### config.mk
export PLATFORM = sky130hd
export DESIGN_NAME = ehash_ram
export DESIGN_NICKNAME = d
export VERILOG_FILES = /design/src/sv/ehash_ram.sv
export SDC_FILE = /design/constraint.sdc
export NUM_CORES = 2
export LEC_CHECK = 0
export BUFFER_PORTS_ARGS = -buffer_cell sky130_fd_sc_hd__buf_4
export CAP_MARGIN = 40
export CORE_MARGIN = 5
export CORE_UTILIZATION = 38
export CTS_BUF_LIST = sky130_fd_sc_hd__clkbuf_4 sky130_fd_sc_hd__clkbuf_8
export DETAILED_ROUTE_END_ITERATION = 10
export GPL_TIMING_DRIVEN = 0
export SLEW_MARGIN = 20
export SYNTH_ARGS = -nofsm -noshare
export SYNTH_HDL_FRONTEND = slang
export SYNTH_SLANG_ARGS = --single-unit
### constraint.sdc
create_clock -name clk -period 2.7 [get_ports clk]
set_input_delay 0.54 -clock clk [delete_from_list [all_inputs] [get_ports clk]]
set_output_delay 0.54 -clock clk [all_outputs]
set_load 0.05 [all_outputs]
### src/sv/ehash_ram.sv
// ----------------------------------------------------------------------------
// ehash_ram
// Simple dual-port RAM, one write and one registered read port.
// ----------------------------------------------------------------------------
module ehash_ram #(
	parameter int WIDTH = 8,
	parameter int DEPTH = 256
) (
	input  logic                     clk,
	input  logic                     we,
	input  logic [$clog2(DEPTH)-1:0] waddr,
	input  logic [WIDTH-1:0]         wdata,
	input  logic                     re,
	input  logic [$clog2(DEPTH)-1:0] raddr,
	output logic [WIDTH-1:0]         rdata
);
	logic [WIDTH-1:0] mem [DEPTH];

	// write port
	always_ff @(posedge clk) begin
		if (we) begin
			mem[waddr] <= wdata;
		end
	end

	// registered read, holds when idle
	always_ff @(posedge clk) begin
		if (re) begin
			rdata <= mem[raddr];
		end
	end
endmodule

# Word level (Yosys, flattened, before mapping)
# Memories as Yosys holds them, arrays and structs flattened. A register that Yosys moved wholly into a read port is not among the register bits.
# Cells that the tools add are included.
word_totals:
  memories: 1
  wordCells: 3
  ramBits: 2048
  ff_bits: 0
  in_bits: 27
op_classes:
  muxes: 2
mem_list:
  columns: ["memory", "words", "word_bits", "rd", "rd_clocked_by_memory_dff", "write_ports", "line_no", "rtl"]
  rows:
  - ["mem", 256, 8, 1, 1, 1, "17", "logic [WIDTH-1:0] mem [DEPTH];"]
op_table:
  columns: ["operator", "count"]
  rows:
  - ["2-to-1 mux 1 bit", 2]

# Longest topological paths before layout
depth:
  depth_word: 2
  ltp_mapped: 11
  ltp_nobuf: 6

# Worst setup path before layout
# No wires, ideal clock.
synth_timing:
  kind: "input to register"
  from: "input raddr[0]"
  to: "register rdata[2], read port of mem (data pin)"
  setup_ns: 0.269
  arrival_ns: 2.347
  setup_slack_ns: 0.084
  cell_stages: 9
  path_buffers: 4
  path_cell_list: "buf_6 -> buf_12 -> buf_8 -> buf_2 -> mux4_2 -> a22oi_1 -> a21oi_1 -> nor4_1 -> nor4_2"
synth_lines:
  columns: ["item", "line_no", "rtl"]
  rows:
  - ["from (decl)", "14", "input logic [$clog2(DEPTH)-1:0] raddr,"]
  - ["to (decl)", "15", "output logic [WIDTH-1:0] rdata"]

# Worst setup path after layout
layout_timing:
  from: "input waddr[3]"
  to: "memory mem[91][2], enable pin"
layout_lines:
  columns: ["item", "line_no", "rtl"]
  rows:
  - ["from (decl)", "11", "input logic [$clog2(DEPTH)-1:0] waddr,"]
  - ["to (decl)", "17", null]
# No word-level cell before the write port.

==> flow_summary.toml <==
[timing]
worst_pin_slew_ns = 0.902
post-route-min-period_ns = 3.07
slew_headroom_pct = 39.8
clock.fmax_mhz = 326
final.period_utilization_pct = 114
fin_ws_ns = -0.370
timing.hold.ws_ns = 0.0547
drv_slew = 0
finalSetupViolCount = 276
grt_setup_unrepaired = "yes"
fin_skew_ns = 0.0761
hold_violations = 0

[drt]
final_antenna_net_count = 0
first_pass_iters = 5
drt_wl_total_um = 248000
drt-vias-per-instance = 5.86
wl_per_cell_um = 33.7
drc = 0
drtIter0Drc = 6349
vias = 43121

[layout]
layout-drive-gt1-share_pct = 32.3
nFillCells = 17745
layout_commonest_cell = "edfxtp_1"
nets = 4335
fin_util_pct = 44.3
stdcell_count = 7357
final_cell_mix = "2,056 x edfxtp_1, 454 x mux4_2, 352 x clkbuf_8, 223 x nor2_1, 187 x buf_4"
register_area_sq_um = 61700
multi_input_area_sq_um = 17100
syn2layout_area_growth_pct = 16.4

[clock_tree]
h-tree-depth = 5
clock-sinks = 2056
ctsLongestPathBuffers = 4
cts_tree = "yes"
numCtsBuffers = 348
cts_root_buffer = "clkbuf_8"
path_clk_slew_ns = 0.06
clkLatencyLatePin_ns = 1.11

[place]
gp_congestion = 0.934
placed_cells = 6697
dp_hpwl_um = 167000
io_buffers = 27

[floorplan]
initial_core_util_pct = 38.1
die_area_sq_um = 219000
die_x_um = 468
core_sq_um = 209000
die_height_um = 468
fp-row-count = 168
io_pins = 35

[logic_synthesis]
synthCells = 3733
synth_edf_count = 2056
ys.flop_type = "edfxtp_1"
postSynth.asyncResetShare_pct = 0
syn_area_sq_um = 79600
ys_seq_area_share_pct = 77.5
syn_area_per_cell_sq_um = 21.3
ys_ff_latch = 2056
syn_nets = 3760
yosys_warnings = 0
ys_types = 54

[setup_path]
criticalPathCategory = "in2reg"
cpMostUsedCell = "clkbuf_1"
start_kind = "input port"
crit-reg2reg-capture = "rdata[7]$_DFFE_PP_"
crit_cells = 6
crit_end = "mem[91][2]$_DFFE_PP_"
cp_top_family = "simple AND/OR/NAND/NOR gates"
r2r_start = "mem[83][7]$_DFFE_PP_"
rrSetupSlack_ns = -0.03
path_cells = "clkbuf_1, nor2b_1, clkbuf_1, nand4_1, clkbuf_2, nor2_1"
crit_buf_inv = 3
cp_slowest_cell = "nor2_1"
end_kind = "flip-flop"
path_max_fanout = 10
rr_worst_depth = 5
cpPeakStageDelay_ns = 0.87
crit_arrival_ns = 3.73
crit_start = "waddr[3]"
cp.required_ns = 3.36

[global_routing]
grt_pass1_vias = 42443
grtUsageTotal_pct = 22.4
grt_pass1_wl_um = 339000
overflow = 0
grt_max_degree = 133
grt_antenna_before_repair = 14

[flow_run]
drv_cap = 0

[status]
status = "complete, but fails checks"
violations = "negative setup slack"

[power_and_ir_drop]
pwr-share-comb_pct = 6.3
p_int_mw = 50.5
powerDensity_nw_per_um2 = 707
pwr-share-seq_pct = 53.8
p_clk_share_pct = 40.0
ir_drop_v = 0.000394
power_switching_mw = 15.1
switching_share_pct = 23.0
p_leak_nw = 29.0

[min_path]
hold_depth = 1
hold_path_class = "in2reg"
logic make-up after synthesis:
group	synth area share, %
flip-flops	77.5
multiplexers	14.6
AND/OR/NAND/NOR	2.63
AO/OA/AOI/OAI	3.42
buffers and inverters	1.83
sequential cells by signal, summed over array words and instances, names as in the netlist:
register,flops
mem,2048
rdata,8
power groups by stage:
| stage | combinational, mW | sequential [mW] | clock [mW] |
|---|---|---|---|
| 5_1_grt | 4.18 | 35.2 | 28.1 |
| 4_1_cts | 4.00 | 35.2 | 26.5 |
| 3_3_place_gp | 3.65 | 36.0 | 0 |
| 2_1_floorplan | 1.71 | 36.0 | 0 |
| 6_report | 4.11 | 35.2 | 26.2 |
| 3_5_place_dp | 3.89 | 35.9 | 0 |
worst min path at each step:
stage	from	end	slack, ns
finish	wdata[5]	mem[159][5]$_DFFE_PP_	0.05
global route	wdata[5]	mem[159][5]$_DFFE_PP_	0.02
CTS	wdata[5]	mem[13][5]$_DFFE_PP_	0.02
floorplan	wdata[0]	mem[0][0]$_DFFE_PP_	0.64
global placement	re	rdata[4]$_DFFE_PP_	0.89
detailed placement	re	rdata[1]$_DFFE_PP_	0.90
repair_timing:
item                                    CTS  global route
resized for setup                       134            77
pin swaps                                 6             8
hold endpoints to repair                319             0
hold buffers                              7             0
buffers inserted                          1             5
cloned                                    0             0
endpoints found under the setup margin  215           411
routing by layer:
metal	track usage, %	part of all wire (%)	up-vias
met5	0	0.013	-
met4	11.0	5.2	4
met3	6.08	11	623
met2	34.2	46	2790
met1	29.8	38	22777
li1	-	-	16927
per-stage QoR:
step           cell area (sq um)  TNS [ns]  worst slack (ns)  total power, mW
3_3_place_gp               83300  -2689.97             -3.33             39.6
4_1_cts                    91900     -3.44           -0.0655             65.7
3_5_place_dp               85000  -1393.07             -2.08             39.8
5_1_grt                    92600     -8.59            -0.222             67.5
6_report                   92700    -27.59            -0.370             65.6
2_1_floorplan              79600         0            0.0839             37.7
Yosys cell counts, drive strengths merged (2+ instances only):
| cell | number | area (sq um) |
|---|---|---|
| a22o | 8 | 70.1 |
| clkbuf | 111 | 417 |
| a211oi | 16 | 120 |
| mux4 | 456 | 10300 |
| o211ai | 10 | 75.1 |
| nand2b | 8 | 50.1 |
| mux2i | 134 | 1340 |
| o21ai | 12 | 60.1 |
| and3b | 2 | 17.5 |
| a31oi | 2 | 12.5 |
| a311oi | 2 | 17.5 |
| nor3 | 22 | 110 |
| o32ai | 5 | 51.3 |
| a21oi | 96 | 480 |
| a221oi | 14 | 129 |
| o22a | 5 | 43.8 |
| nand4 | 10 | 62.6 |
| nand3 | 34 | 170 |
| or2 | 4 | 25.0 |
| buf | 122 | 1030 |
| nor2 | 282 | 1060 |
| a2111oi | 5 | 52.6 |
| and2 | 6 | 37.5 |
| o221ai | 47 | 418 |
| o22ai | 28 | 175 |
| nor4 | 27 | 188 |
| a22oi | 133 | 998 |
| nand2 | 33 | 124 |
| edfxtp | 2056 | 61700 |
| nor2b | 31 | 194 |
| nand3b | 2 | 15.0 |
cell type report:
class                      instances  share of cell area, %
clock inverter                   129                  0.786
buffer                           230                   1.78
tap                             2805                   3.79
inverter                           2                0.00810
antenna                           15                 0.0405
sequential                      2056                   66.6
timing repair buffer             228                   2.51
multi-input combinational       1442                   18.4
clock buffer                     450                   6.02
Power figures use the tool's default switching activity.
